[config.mk]
export PLATFORM = sky130hd
export DESIGN_NAME = rtc_nibble_register_port_flat
export DESIGN_NICKNAME = d
export VERILOG_FILES = /design/src/hdl/rnrp_pkg.sv /design/src/hdl/rnrp_in_if.sv /design/src/hdl/rnrp_out_if.sv /design/src/hdl/rnrp_bcd_snap.sv /design/src/hdl/rnrp_port.sv /design/src/hdl/rtc_nibble_register_port.sv /design/src/flat_wrapper.sv
export SDC_FILE = /design/constraint.sdc
export NUM_CORES = 1
export LEC_CHECK = 0
export BUFFER_PORTS_ARGS = -buffer_cell sky130_fd_sc_hd__buf_2
export CORE_ASPECT_RATIO = 0.9
export CORE_MARGIN = 1.5
export CORE_UTILIZATION = 51
export CTS_BUF_LIST = sky130_fd_sc_hd__clkbuf_4 sky130_fd_sc_hd__clkbuf_8
export DETAILED_ROUTE_END_ITERATION = 8
export PLACE_DENSITY = 0.69
export SYNTH_ARGS = -nofsm -noshare
export SYNTH_HDL_FRONTEND = slang
export SYNTH_HIERARCHICAL = 1
export SYNTH_SLANG_ARGS = --single-unit
[constraint.sdc]
create_clock -name i_clk -period 17 [get_ports i_clk]
set_input_delay 5.1 -clock i_clk [delete_from_list [all_inputs] [get_ports i_clk]]
set_output_delay 5.1 -clock i_clk [all_outputs]
set_load 0.05 [all_outputs]
[src/hdl/rnrp_pkg.sv]
// Shared types and constants for the clock nibble port.
package rnrp_pkg;

    localparam int RNRP_NUM_REGS = 16;
    localparam int REG_W         = 12;
    localparam int SNAP_REGS     = 7;

    localparam logic [15:0] PORT_A = 16'hd5b8;
    localparam logic [15:0] PORT_B = 16'hd5b9;

    localparam logic OP_READ  = 1'b0;
    localparam logic OP_WRITE = 1'b1;

    typedef enum logic [1:0] {
        PH_IDLE = 2'd0,
        PH_HIGH = 2'd1,
        PH_LOW  = 2'd2
    } t_phase;

    typedef logic [SNAP_REGS-1:0][REG_W-1:0] t_snap;

endpackage

[src/hdl/rnrp_in_if.sv]
// Input channel: one bus access plus a binary time snapshot.
interface rnrp_in_if;
    logic       valid;
    logic       ready;
    logic       op;
    logic [15:0] addr;
    logic [7:0] wr_data;
    logic [5:0] now_sec;
    logic [5:0] now_min;
    logic [4:0] now_hour;
    logic [4:0] now_mday;
    logic [3:0] now_month;
    logic [7:0] now_year;
    logic [2:0] now_wday;

    modport source (
        output valid, op, addr, wr_data, now_sec, now_min, now_hour,
               now_mday, now_month, now_year, now_wday,
        input  ready
    );
    modport sink (
        input  valid, op, addr, wr_data, now_sec, now_min, now_hour,
               now_mday, now_month, now_year, now_wday,
        output ready
    );
endinterface

[src/hdl/rnrp_out_if.sv]
// Output channel: read data byte of one access.
interface rnrp_out_if;
    logic       valid;
    logic       ready;
    logic [7:0] rd_data;

    modport source (output valid, rd_data, input ready);
    modport sink (input valid, rd_data, output ready);
endinterface

[src/hdl/rnrp_bcd_snap.sv]
// Converts the binary time snapshot into the seven BCD clock registers.
module rnrp_bcd_snap
    import rnrp_pkg::*;
(
    input  logic [5:0] i_sec,
    input  logic [5:0] i_min,
    input  logic [4:0] i_hour,
    input  logic [4:0] i_mday,
    input  logic [3:0] i_month,
    input  logic [7:0] i_year,
    input  logic [2:0] i_wday,
    output t_snap      o_snap
);

    // divide by ten as (v * 205) >> 11, exact for v below 320
    function automatic logic [REG_W-1:0] to_bcd(input logic [8:0] v);
        logic [16:0] prod;
        logic [4:0]  q;
        logic [8:0]  r;
        prod = v * 17'd205;
        q    = prod[15:11];
        r    = v - 9'(q * 9'd10);
        return {3'b000, q, r[3:0]};
    endfunction

    logic [4:0] month_p1;
    logic [3:0] wday_p2;
    logic [2:0] wday_mod;
    logic [3:0] wday_out;

    always_comb begin
        month_p1 = {1'b0, i_month} + 5'd1;
        wday_p2  = {1'b0, i_wday} + 4'd2;
        wday_mod = (wday_p2 >= 4'd7) ? 3'(wday_p2 - 4'd7) : wday_p2[2:0];
        wday_out = {1'b0, wday_mod} + 4'd1;

        o_snap[0] = to_bcd({3'b000, i_sec});
        o_snap[1] = to_bcd({3'b000, i_min});
        o_snap[2] = to_bcd({4'b0000, i_hour});
        o_snap[3] = to_bcd({4'b0000, i_mday});
        o_snap[4] = to_bcd({4'b0000, month_p1});
        o_snap[5] = to_bcd({1'b0, i_year});
        o_snap[6] = to_bcd({5'b00000, wday_out});
    end

endmodule

[src/hdl/rnrp_port.sv]
// Phase machine, clock register file and registered read data.
module rnrp_port
    import rnrp_pkg::*;
#(
    parameter int NUM_REGS = RNRP_NUM_REGS
) (
    input  logic              i_clk,
    input  logic              i_rst_n,
    input  t_snap             i_snap,
    rnrp_in_if.sink           i_in,
    rnrp_out_if.source        o_out
);

    localparam int IDX_W = $clog2(NUM_REGS);

    t_phase                 r_phase, n_phase;
    logic [IDX_W-1:0]       r_sel, n_sel;
    logic [REG_W-1:0]       r_partial, n_partial;
    logic [REG_W-1:0]       r_regs [NUM_REGS];
    logic                   r_out_valid;
    logic [7:0]             r_rd_data, n_rd_data;

    logic                   in_ready;
    logic                   accept;
    logic                   hit;
    logic                   snap_load;
    logic                   reg_we;
    logic [REG_W-1:0]       cur_val;
    logic [8:0]             sel_rem;

    assign in_ready    = !r_out_valid || o_out.ready;
    assign i_in.ready  = in_ready;
    assign accept      = i_in.valid && in_ready;
    assign hit         = (i_in.addr == PORT_A) || (i_in.addr == PORT_B);
    assign o_out.valid = r_out_valid;
    assign o_out.rd_data = r_rd_data;

    // wr_data mod NUM_REGS; quotient stays below 32 for NUM_REGS of 8 or more
    always_comb begin
        sel_rem = {1'b0, i_in.wr_data};
        for (int k = 4; k >= 0; k--) begin
            if (sel_rem >= (9'(NUM_REGS) << k)) begin
                sel_rem = sel_rem - (9'(NUM_REGS) << k);
            end
        end
    end

    // a read sees the fresh snapshot for the clock registers
    always_comb begin
        if ({{(8-IDX_W){1'b0}}, r_sel} < 8'(SNAP_REGS)) begin
            cur_val = i_snap[r_sel[2:0]];
        end else begin
            cur_val = r_regs[r_sel];
        end
    end

    always_comb begin
        n_phase   = r_phase;
        n_sel     = r_sel;
        n_partial = r_partial;
        n_rd_data = 8'd0;
        snap_load = 1'b0;
        reg_we    = 1'b0;
        if (accept && hit) begin
            if (i_in.op == OP_READ) begin
                snap_load = 1'b1;
                unique case (r_phase)
                    PH_HIGH: begin
                        n_rd_data = cur_val[11:4];
                        n_phase   = PH_LOW;
                    end
                    PH_LOW: begin
                        n_rd_data = {4'b0000, cur_val[3:0]};
                        n_phase   = PH_IDLE;
                    end
                    default: n_phase = r_phase;
                endcase
            end else begin
                unique case (r_phase)
                    PH_HIGH: begin
                        n_partial = {i_in.wr_data, 4'b0000};
                        n_phase   = PH_LOW;
                    end
                    PH_LOW: begin
                        n_partial = r_partial | {4'b0000, i_in.wr_data};
                        reg_we    = 1'b1;
                        n_phase   = PH_IDLE;
                    end
                    default: begin
                        n_sel   = sel_rem[IDX_W-1:0];
                        n_phase = PH_HIGH;
                    end
                endcase
            end
        end
    end

    always_ff @(posedge i_clk) begin
        if (!i_rst_n) begin
            r_phase   <= PH_IDLE;
            r_sel     <= '0;
            r_partial <= '0;
        end else begin
            r_phase   <= n_phase;
            r_sel     <= n_sel;
            r_partial <= n_partial;
        end
    end

    always_ff @(posedge i_clk) begin
        if (!i_rst_n) begin
            for (int i = 0; i < NUM_REGS; i++) begin
                r_regs[i] <= '0;
            end
        end else if (reg_we) begin
            r_regs[r_sel] <= n_partial;
        end else if (snap_load) begin
            for (int i = 0; i < SNAP_REGS; i++) begin
                r_regs[i] <= i_snap[i];
            end
        end
    end

    always_ff @(posedge i_clk) begin
        if (!i_rst_n) begin
            r_out_valid <= 1'b0;
        end else if (in_ready) begin
            r_out_valid <= i_in.valid;
        end
    end

    always_ff @(posedge i_clk) begin
        if (accept) begin
            r_rd_data <= n_rd_data;
        end
    end

    a_write_gives_zero: assert property (@(posedge i_clk) disable iff (!i_rst_n)
        (accept && i_in.op == OP_WRITE) |=> (r_rd_data == 8'd0))
        else $error("write item returned nonzero data");

    a_miss_keeps_phase: assert property (@(posedge i_clk) disable iff (!i_rst_n)
        (accept && !hit) |=> $stable(r_phase))
        else $error("access to other address changed phase");

    a_select_goes_high: assert property (@(posedge i_clk) disable iff (!i_rst_n)
        (accept && hit && i_in.op == OP_WRITE && r_phase == PH_IDLE)
        |=> (r_phase == PH_HIGH && r_sel == $past(sel_rem[IDX_W-1:0])))
        else $error("register select did not arm high phase");

    a_low_read_nibble: assert property (@(posedge i_clk) disable iff (!i_rst_n)
        (accept && hit && i_in.op == OP_READ && r_phase == PH_LOW)
        |=> (r_rd_data[7:4] == 4'd0 && r_phase == PH_IDLE))
        else $error("low nibble read returned high bits");

    a_free_out_ready: assert property (@(posedge i_clk) disable iff (!i_rst_n)
        !r_out_valid |-> in_ready)
        else $error("input stalled with empty output register");

endmodule

[src/hdl/rtc_nibble_register_port.sv]
// Top level of the BCD clock nibble port.
//
//  channel | modport       | payload
//  --------+---------------+---------------------------------------------
//  i_in    | rnrp_in_if    | op, addr, wr_data, now_sec .. now_wday
//  o_out   | rnrp_out_if   | rd_data
//
// One item per cycle while the sink keeps up; each result appears in the cycle
// after its item is taken, held in the output register until the sink takes it.
// Input ready is high whenever the output register is empty or being drained.
// Synchronous active-low reset clears phase, select, partial value and all
// clock registers together; no clearing pass is needed.
module rtc_nibble_register_port
    import rnrp_pkg::*;
#(
    parameter int NUM_REGS = RNRP_NUM_REGS
) (
    input  logic        i_clk,
    input  logic        i_rst_n,
    rnrp_in_if.sink     i_in,
    rnrp_out_if.source  o_out
);

    t_snap snap;

    rnrp_bcd_snap u_bcd (
        .i_sec   (i_in.now_sec),
        .i_min   (i_in.now_min),
        .i_hour  (i_in.now_hour),
        .i_mday  (i_in.now_mday),
        .i_month (i_in.now_month),
        .i_year  (i_in.now_year),
        .i_wday  (i_in.now_wday),
        .o_snap  (snap)
    );

    rnrp_port #(
        .NUM_REGS (NUM_REGS)
    ) u_port (
        .i_clk   (i_clk),
        .i_rst_n (i_rst_n),
        .i_snap  (snap),
        .i_in    (i_in),
        .o_out   (o_out)
    );

endmodule

[src/flat_wrapper.sv]
// flat-port wrapper written by rule: the top's interface ports become plain ports
module rtc_nibble_register_port_flat import rnrp_pkg::*;
#(
    parameter int NUM_REGS = RNRP_NUM_REGS
)
  (i_clk, i_rst_n, i_in_valid, i_in_op, i_in_addr, i_in_wr_data, i_in_now_sec, i_in_now_min, i_in_now_hour, i_in_now_mday, i_in_now_month, i_in_now_year, i_in_now_wday, i_in_ready, o_out_valid, o_out_rd_data, o_out_ready);
  rnrp_in_if i_in_i ();
  rnrp_out_if o_out_i ();
  input  logic i_clk;
  input  logic i_rst_n;
  input wire logic [$bits(i_in_i.valid)-1:0] i_in_valid;
  input wire logic [$bits(i_in_i.op)-1:0] i_in_op;
  input wire logic [$bits(i_in_i.addr)-1:0] i_in_addr;
  input wire logic [$bits(i_in_i.wr_data)-1:0] i_in_wr_data;
  input wire logic [$bits(i_in_i.now_sec)-1:0] i_in_now_sec;
  input wire logic [$bits(i_in_i.now_min)-1:0] i_in_now_min;
  input wire logic [$bits(i_in_i.now_hour)-1:0] i_in_now_hour;
  input wire logic [$bits(i_in_i.now_mday)-1:0] i_in_now_mday;
  input wire logic [$bits(i_in_i.now_month)-1:0] i_in_now_month;
  input wire logic [$bits(i_in_i.now_year)-1:0] i_in_now_year;
  input wire logic [$bits(i_in_i.now_wday)-1:0] i_in_now_wday;
  output wire logic [$bits(i_in_i.ready)-1:0] i_in_ready;
  output wire logic [$bits(o_out_i.valid)-1:0] o_out_valid;
  output wire logic [$bits(o_out_i.rd_data)-1:0] o_out_rd_data;
  input wire logic [$bits(o_out_i.ready)-1:0] o_out_ready;
  assign i_in_i.valid = i_in_valid;
  assign i_in_i.op = i_in_op;
  assign i_in_i.addr = i_in_addr;
  assign i_in_i.wr_data = i_in_wr_data;
  assign i_in_i.now_sec = i_in_now_sec;
  assign i_in_i.now_min = i_in_now_min;
  assign i_in_i.now_hour = i_in_now_hour;
  assign i_in_i.now_mday = i_in_now_mday;
  assign i_in_i.now_month = i_in_now_month;
  assign i_in_i.now_year = i_in_now_year;
  assign i_in_i.now_wday = i_in_now_wday;
  assign i_in_ready = i_in_i.ready;
  assign o_out_valid = o_out_i.valid;
  assign o_out_rd_data = o_out_i.rd_data;
  assign o_out_i.ready = o_out_ready;
  rtc_nibble_register_port #(.NUM_REGS(NUM_REGS)) u_core (.i_clk(i_clk), .i_rst_n(i_rst_n), .i_in(i_in_i), .o_out(o_out_i));
endmodule
### After elaboration in Yosys (flattened, before gate mapping)

Memories as Yosys holds them, arrays and structs flattened. A register that Yosys moved wholly into a read port is not among the register bits.
Cells that the tools add are included.

| word-level totals | value |
|---|---|
| bits of input ports | 66 |
| memories kept | 1 |
| logic and storage cells | 107 |
| flip-flop bits (word level) | 27 |
| output and inout bits | 10 |
| RAM bits | 192 |

Memory list:

| name | words | width | rd ports | clocked after memory_dff | wr ports | RTL line | text |
|---|---|---|---|---|---|---|---|
| u_core.u_port.r_regs | 16 | 12 | 1 | 1 | 16 | rnrp_port.sv:19 | `logic [REG_W-1:0] r_regs [NUM_REGS];` |

| operators by class | value |
|---|---|
| add/subtract/negate cells | 15 |
| order comparisons | 7 |
| $mul | 14 |
| bitwise gates (word level) | 10 |
| reduce and logical (&&, ||, !) cells | 11 |
| mux-type cells | 40 |
| equal/unequal tests | 4 |

Operators with widths:

| cell | count |
|---|---|
| $mux 12 | 12 |
| $mul 5x8->13 const B | 3 |
| $bmux 12 s3 | 1 |
| $eq 16x16->1 const B | 2 |
| $mul 6x8->14 const B | 2 |
| $sub 4x4->4 | 7 |
| $mux 9 | 3 |
| $pmux 12 s2 | 1 |
| $mul 8x8->16 const B | 1 |
| $mux 4 | 4 |
| $pmux 8 s2 | 1 |
| $mux 1 | 14 |
| $mul 4x8->12 const B | 1 |
| $or 12x8->12 | 1 |
| $reduce_or 12->1 | 1 |
| $ge 9x5->1 const B | 1 |
| $ge 9x6->1 const B | 1 |
| $ge 9x7->1 const B | 1 |
| $mul 2x3->3 const B | 3 |
| $sub 8x8->9 const B | 1 |
| $sub 9x6->9 const B | 1 |
| $sub 9x7->9 const B | 1 |
| $ge 8x8->1 const B | 1 |
| $pmux 2 s2 | 2 |
| 24 further kinds | 35 |

### Depth between registers and ports, before layout

Gate-level depths: netlist of the first run.

| logic depth | value |
|---|---|
| word-level depth | 11 |
| mapped depth | 25 |

### Cells and area by module

Netlist of the first run, hierarchy kept.

Modules (own cells, without submodules):

| module | cells an instance | instances | area an instance (µm²) | seq. area each (µm²) |
|---|---|---|---|---|
| rnrp_port | 938 | 1 | 11,267.1 | 6,466.2 |
| rnrp_bcd_snap | 551 | 1 | 4,907.2 | 0.0 |

### Least setup slack after synthesis of the first run

No wires, ideal clock.

| timing path | value |
|---|---|
| path type | input-to-output |
| start | input port o_out_ready |
| end | output port i_in_ready |
| path slack | 6,347 ps |
| cell stages on the path | 1 |
| arrival | 5,553 ps |
| required time | 11,900 ps |
| buffers on the path | 0 |
| cells stage by stage | nand2b_1 |

| between the ends | value |
|---|---|
| longest elaborated chain between the ends | 1 |

Ends and longest elaborated chain:

| element | RTL line | text |
|---|---|---|
| from (decl) | flat_wrapper.sv:25 | `input wire logic [$bits(o_out_i.ready)-1:0] o_out_ready;` |
| $logic_or 1x1->1 | rnrp_port.sv:31 | `assign in_ready = !r_out_valid \|\| o_out.ready;` |
| to (decl) | flat_wrapper.sv:22 | `output wire logic [$bits(i_in_i.ready)-1:0] i_in_ready;` |

No other way between the ends.

### Worst setup path in the final report of the first run

Same ends and word-level chain as after synthesis.

==> results.cfg, run 1 <==
[floorplanning]
die_y_um = 172
fp.dieW_um = 191
num_rows = 61
fp.dieArea_sq_um = 32800
start_util_pct = 52.1
core_region_area_sq_um = 31100
ios = 76

[cells_and_area]
final_nets = 1801
diodes = 0
fin_cells = 1967
syn_to_final_growth_pct = 7.72
drive_gt1_share_pct = 14.5

[placed_design]
dp_hpwl_um = 29900
numPortBuffers = 74
dp_cells = 1897
pre_cts_ws_ns = 5.97
gp_congestion = 0.930

[grt]
antenna_found_initial = 1
grt_usage_pct = 26.4
grt_pass1_wl_um = 65400
grt_pass1_vias = 11900
grt-ovfl-total = 0
grt_max_degree = 85

[synthesis]
synth_top_flop_cell = edfxtp_1
ys_warn_count = 6
synth_area_per_cell_sq_um = 10.9
synth_cell_types = 73
seq_area_frac_synth_pct = 40.0
synth_top_area_share_pct = 37.1
syn_area_sq_um = 16200
synthCells = 1489
synth_top_cell_by_area = edfxtp_1
synth_seq_cells = 223
synth.top_cells.by_area = edfxtp_1 37%, ha_1 13%, mux4_2 6.4%, fa_1 4.3%, nor2_1 3.6%
async_flop_share_pct = 0
synth_edf_count = 200

[power]
powerDensity_nw_per_um2 = 87.8
power_uw = 1530
ir_worst_vdd_mv = 0.0465
p_leak_uw = 0.00688

[critical_path]
r2r_slack_ns = 13.41
worstReg2RegStart = u_core/u_port/r_phase[0]
crit_arrival_ns = 5.63
reg2reg_depth = 7
cp.required_ns = 11.90
cp_max_fo = 5
startpoint_type = input pin
r2r-end = u_core/u_port/r_regs[6][8]
endpoint_kind = primary output
path_class = input pin to primary output

[cts]
post-cts-setup-buffer-count = 0
clk_latency_ns = 0.54
cts_max_level = 2
clk_pin_slew_worst_paths_ns = 0.06
cts_resized = 0
clock-sinks = 223
cts_tree = built
cts_root_buffer = clkbuf_8
hold_buffers = 0
numCtsBuffers = 38
clockBufferDepth = 3

[sta]
setup_tns_ns = 0
skew_ns = 0.0229
worst_slack_ns = 6.27
maxSlewHeadroom_pct = 13.3
tightest_slew_ns = 1.30
hold_viol = 0
fin_crit_sh_pct = 63.1
min_period_ns = 10.73
fmaxAchievable_mhz = 93.2
drv_slew = 0
setup_viol = 0
rsz0062_at_grt = no

[routing]
drt_wl_total_um = 41800
via_per_inst = 6.01
vias = 11800
dr.pass1.iters = 6
drt_iter0_markers = 1207
avgRoutedWirePerCell_um = 21.2
detail-route-antenna-nets = 0
drc = 0

[worst_hold_path]
min_to = u_core/u_port/r_partial[1]
hold_depth = 2
hold_path.class = register to register
min_from = u_core/u_port/r_partial[1]

[run_status]
outcome = finished clean

[run]
max_cap_viol_count = 0
==> how the worst max path moves through the flow <==
stage / from / end / slack (ns)
floorplan: o_out_ready / i_in_ready / 6.35
global placement: i_in_now_sec[3] / u_core/u_port/o_out.rd_data[3] / 6.02
finish: o_out_ready / i_in_ready / 6.27
CTS: o_out_ready / i_in_ready / 6.27
global route: i_in_now_sec[3] / u_core/u_port/o_out.rd_data[3] / 6.11
detailed placement: i_in_now_sec[3] / u_core/u_port/o_out.rd_data[3] / 5.97
==> layout make-up <==
class	instances	area, sq um
fillers	2654	13600
multi-input cells	1046	8700
flip-flops and latches	223	6470
clock buffers	54	699
well taps	409	512
inverters	135	507
repair buffers	84	445
clock inverters	16	92.6
==> cells in the mapped netlist, types with 5 or more instances <==
library cell	instances
a2111oi_0	8
a211oi_1	8
a21o_1	5
a21oi_1	43
a221o_1	29
a22oi_1	11
a31o_2	7
a41oi_1	5
and2_1	9
buf_1	7
buf_2	18
buf_4	44
clkbuf_1	54
dfxtp_1	23
edfxtp_1	200
fa_1	35
ha_1	172
inv_1	135
mux2i_1	44
mux4_2	46
nand2_1	105
nand2b_1	7
nand3_1	23
nand3b_1	7
nand4_1	14
nor2_1	156
nor2b_1	23
nor3_1	17
nor4_1	8
o211ai_1	7
o21ai_0	66
o21ai_1	11
o22a_1	5
o22ai_1	5
or2_2	5
xnor2_1	39
xor2_1	14
==> critical path, stage by stage <==
cell	delay (ns)
buf_2	0.07
nand2b_1	0.17
buf_2	0.29
==> metrics by stage <==
step / hold slack, ns / utilization (%) / instance area, sq um
6_report: 0.488 / 56.1 / 17400
4_1_cts: 0.477 / 56.1 / 17400
3_5_place_dp: 0.463 / 53.5 / 16600
2_1_floorplan: 0.486 / - / 16300
3_3_place_gp: 0.453 / 53.5 / 16600
5_1_grt: 0.493 / 56.1 / 17400
==> layout by cell type, fill, tap and decap left out, drive strengths merged, types with 8 or more instances in the layout <==
master     n
a2111oi    9
conb      39
a21oi     45
nor2b     23
nand2    105
nor3      17
a221o     29
buf       84
clkinv    15
and2      13
xor2      14
nor2     156
a2bb2oi    8
fa        35
clkbuf    54
a211oi     8
mux2i     44
ha       172
nand3     23
a22oi     11
nor4      10
edfxtp   200
nand4     14
mux4      46
o22ai      9
o21ai     78
inv      135
dfxtp     23
xnor2     39
==> logic make-up (layout without fill, tap and decap cells) <==
| logic type | Yosys count | count (layout) | share of synthesized area [%] |
|---|---|---|---|
| AND/OR/NAND/NOR | 400 | 400 | 11.6 |
| buffers and inverters | 258 | 289 | 7.15 |
| AO/OA/AOI/OAI | 256 | 256 | 11.5 |
| flip-flops | 223 | 223 | 40.0 |
| adder cells (fa/ha/maj) | 207 | 207 | 17.6 |
| multiplexers | 91 | 91 | 9.20 |
| XOR/XNOR | 53 | 53 | 2.87 |
| other | 1 | 39 | 0.0232 |
==> state kept, by name (all words and copies together) (netlist names), named ones only <==
| name | flops |
|---|---|
| u_core/u_port/r_partial | 12 |
| u_core/u_port/r_regs | 192 |
| u_core/u_port/r_sel | 4 |
| u_core/u_port/o_out.rd_data | 8 |
| u_core/u_port/r_phase | 2 |
| u_core/u_port/o_out.valid | 1 |
==> power by group <==
| group | switching (uW) | internal [uW] | leakage, uW |
|---|---|---|---|
| registers | 6.13 | 617 | 0.00214 |
| clock network | 220 | 280 | 0.000419 |
| logic | 244 | 164 | 0.00432 |
| total | 469 | 1060 | 0.00688 |
==> metal layers <==
layer	track usage, %	vias to the layer above	part of all wire (%)
met4	9.83	2	3.7
li1	-	5426	-
met1	35.6	5674	41
met2	41.3	625	44
met3	6.29	102	11
met5	0	-	0.022
Note: power is estimated with default switching activity, not from simulation.
==> inputs of run 2 (changes only) <==
--- a/config.mk
+++ b/config.mk
@@ -11,7 +11,7 @@
 export CORE_UTILIZATION = 51
 export CTS_BUF_LIST = sky130_fd_sc_hd__clkbuf_4 sky130_fd_sc_hd__clkbuf_8
 export DETAILED_ROUTE_END_ITERATION = 8
-export PLACE_DENSITY = 0.69
+export PLACE_DENSITY = 0.72
 export SYNTH_ARGS = -nofsm -noshare
 export SYNTH_HDL_FRONTEND = slang
 export SYNTH_HIERARCHICAL = 1
==> constraint.sdc (replaced) <==
create_clock -name i_clk -period 8.7 [get_ports i_clk]
set_input_delay 2.61 -clock i_clk [delete_from_list [all_inputs] [get_ports i_clk]]
set_output_delay 2.61 -clock i_clk [all_outputs]
set_load 0.05 [all_outputs]
==> run 2 against run 1 <==
Net effect:
- critical path depth increased by 22
- die area unchanged
- via count increased by 0.56%
- worst setup slack got worse by 5.6 ns
- clock skew increased by 0.0063 ns
- clock-buffer cell count decreased by 6
- register-to-register slack got worse by 8.7 ns
- critical path type is now input pin to register
- largest cell class unchanged
==> results.cfg, run 2 (same netlist as run 1, synthesis figures left out) <==
[critical_path]
path_buf_inv = 5
slowest_delay_ns = 0.50
cp_max_fo = 9
endpoint_kind = register
path_class = input pin to register
cp.required_ns = 8.97
startpoint_type = input pin
crit_family = adder cells
crit_arrival_ns = 8.30
critPathSlowestCell = fa_1

[sta]
drv_slew = 0
worst_slack_ns = 0.676
maxSlewHeadroom_pct = 19.1
setup_tns_ns = 0
hold_viol = 0
min_period_ns = 8.02
skew_ns = 0.0292
fin_crit_sh_pct = 92.2
setup_viol = 0
fmaxAchievable_mhz = 125
hold_slack_ns = 0.548
rsz0062_at_grt = no
tightest_slew_ns = 1.21

[cts]
numCtsBuffers = 35
cts_max_level = 2
clk_latency_ns = 0.54
cts_root_buffer = clkbuf_8
post-cts-setup-buffer-count = 0
hold_buffers = 0
clk_pin_slew_worst_paths_ns = 0.07
clockBufferDepth = 3
cts_resized = 0
clock-sinks = 223
cts_tree = built

[power]
powerDensity_nw_per_um2 = 167
p_leak_uw = 0.00682
ir_worst_vdd_mv = 0.0856
power_uw = 2890

[grt]
grt_max_degree = 53
grt-ovfl-total = 0
antenna_found_initial = 1
grt_usage_pct = 26.3
grt_pass1_wl_um = 65400
grt_pass1_vias = 11900

[cells_and_area]
layout.cells.most_common = edfxtp_1
layout_common_cells = 200 x edfxtp_1, 172 x ha_1, 156 x nor2_1
top_register = u_core/u_port/r_regs
syn_to_final_growth_pct = 6.95
final_core_util_pct = 55.7
drive_gt1_share_pct = 14.1
diodes = 0
final_nets = 1798
largest_register_ffs = 192
n_fill_cell = 2642

[placed_design]
numPortBuffers = 74
dp_hpwl_um = 30200
gp_congestion = 0.900
pre_cts_ws_ns = 0.255

[routing]
wl_met1_um = 17100
dr.pass1.iters = 5
vias = 11900
drt_wl_total_um = 41700
avgRoutedWirePerCell_um = 21.3
detail-route-antenna-nets = 0
wl_met3_um = 4490
dr_wl_met2_um = 19000
drt_iter0_markers = 1354
top_layer_used = met5
drc = 0
via_per_inst = 6.08

[floorplanning]
fp.dieW_um = 191
die_y_um = 172
start_util_pct = 52.1
fp.dieArea_sq_um = 32800
core_region_area_sq_um = 31100
num_rows = 61
ios = 76

[worst_hold_path]
hold_path.class = register to register

[run]
max_cap_viol_count = 0

[run_status]
outcome = finished clean
-- run 2: cell types whose count changed in the layout (fill, tap and decap cells not counted), sizes merged --
cell / previous run / this run
clkbuf: 54 / 48
clkinv: 15 / 11
-- run 2: final timing paths --
check / startpoint / to / slack (ns) / cells after the start
max: i_in_now_sec[3] / u_core/u_port/o_out.rd_data[3] / 0.68 / 25
max reg2reg: u_core/u_port/r_sel[0] / u_core/u_port/r_regs[5][1] / 4.72 / 5
min reg2reg: u_core/u_port/r_phase[0] / u_core/u_port/r_phase[0] / 0.55 / 2
min: u_core/u_port/r_phase[0] / u_core/u_port/r_phase[0] / 0.55 / 2
-- run 2: final cells by class --
class	instances	area (sq um)	area share [%]
timing repair buffer	84	445	2.58
clock buffer	48	592	3.42
tap	409	512	2.96
sequential	223	6470	37.4
multi-input combinational	1046	8700	50.3
inverter	135	507	2.93
clock inverter	12	75.1	0.434
-- run 2: stage by stage --
step	instances	cell area [sq um]
finish	1957	17300
global route	1957	17300
CTS	1957	17300
detailed placement	1897	16600
global placement	1897	16600
floorplan	1527	16300
-- run 2: report_power, final --
group | total (uW) | leakage (uW) | internal (uW) | switching (uW)
logic | 797 | 0.00432 | 323 | 474
clock network | 873 | 0.000355 | 468 | 405
registers | 1220 | 0.00214 | 1210 | 12.6
total | 2890 | 0.00682 | 2000 | 892
-- run 2: per-layer routing --
metal | up-vias | global-route usage, %
li1 | 5410 | -
met1 | 5740 | 35.8
met2 | 662 | 42.2
met3 | 81 | 5.46
met4 | 2 | 8.59
met5 | - | 0
-- run 2: worst reg2reg max path: stages, from the launching register on --
cell and delay, ns:
dfxtp_1 0.31, buf_4 0.35, nor2b_1 1.01, nor2b_1 0.39
nand4_1 0.69, nand2_1 0.84
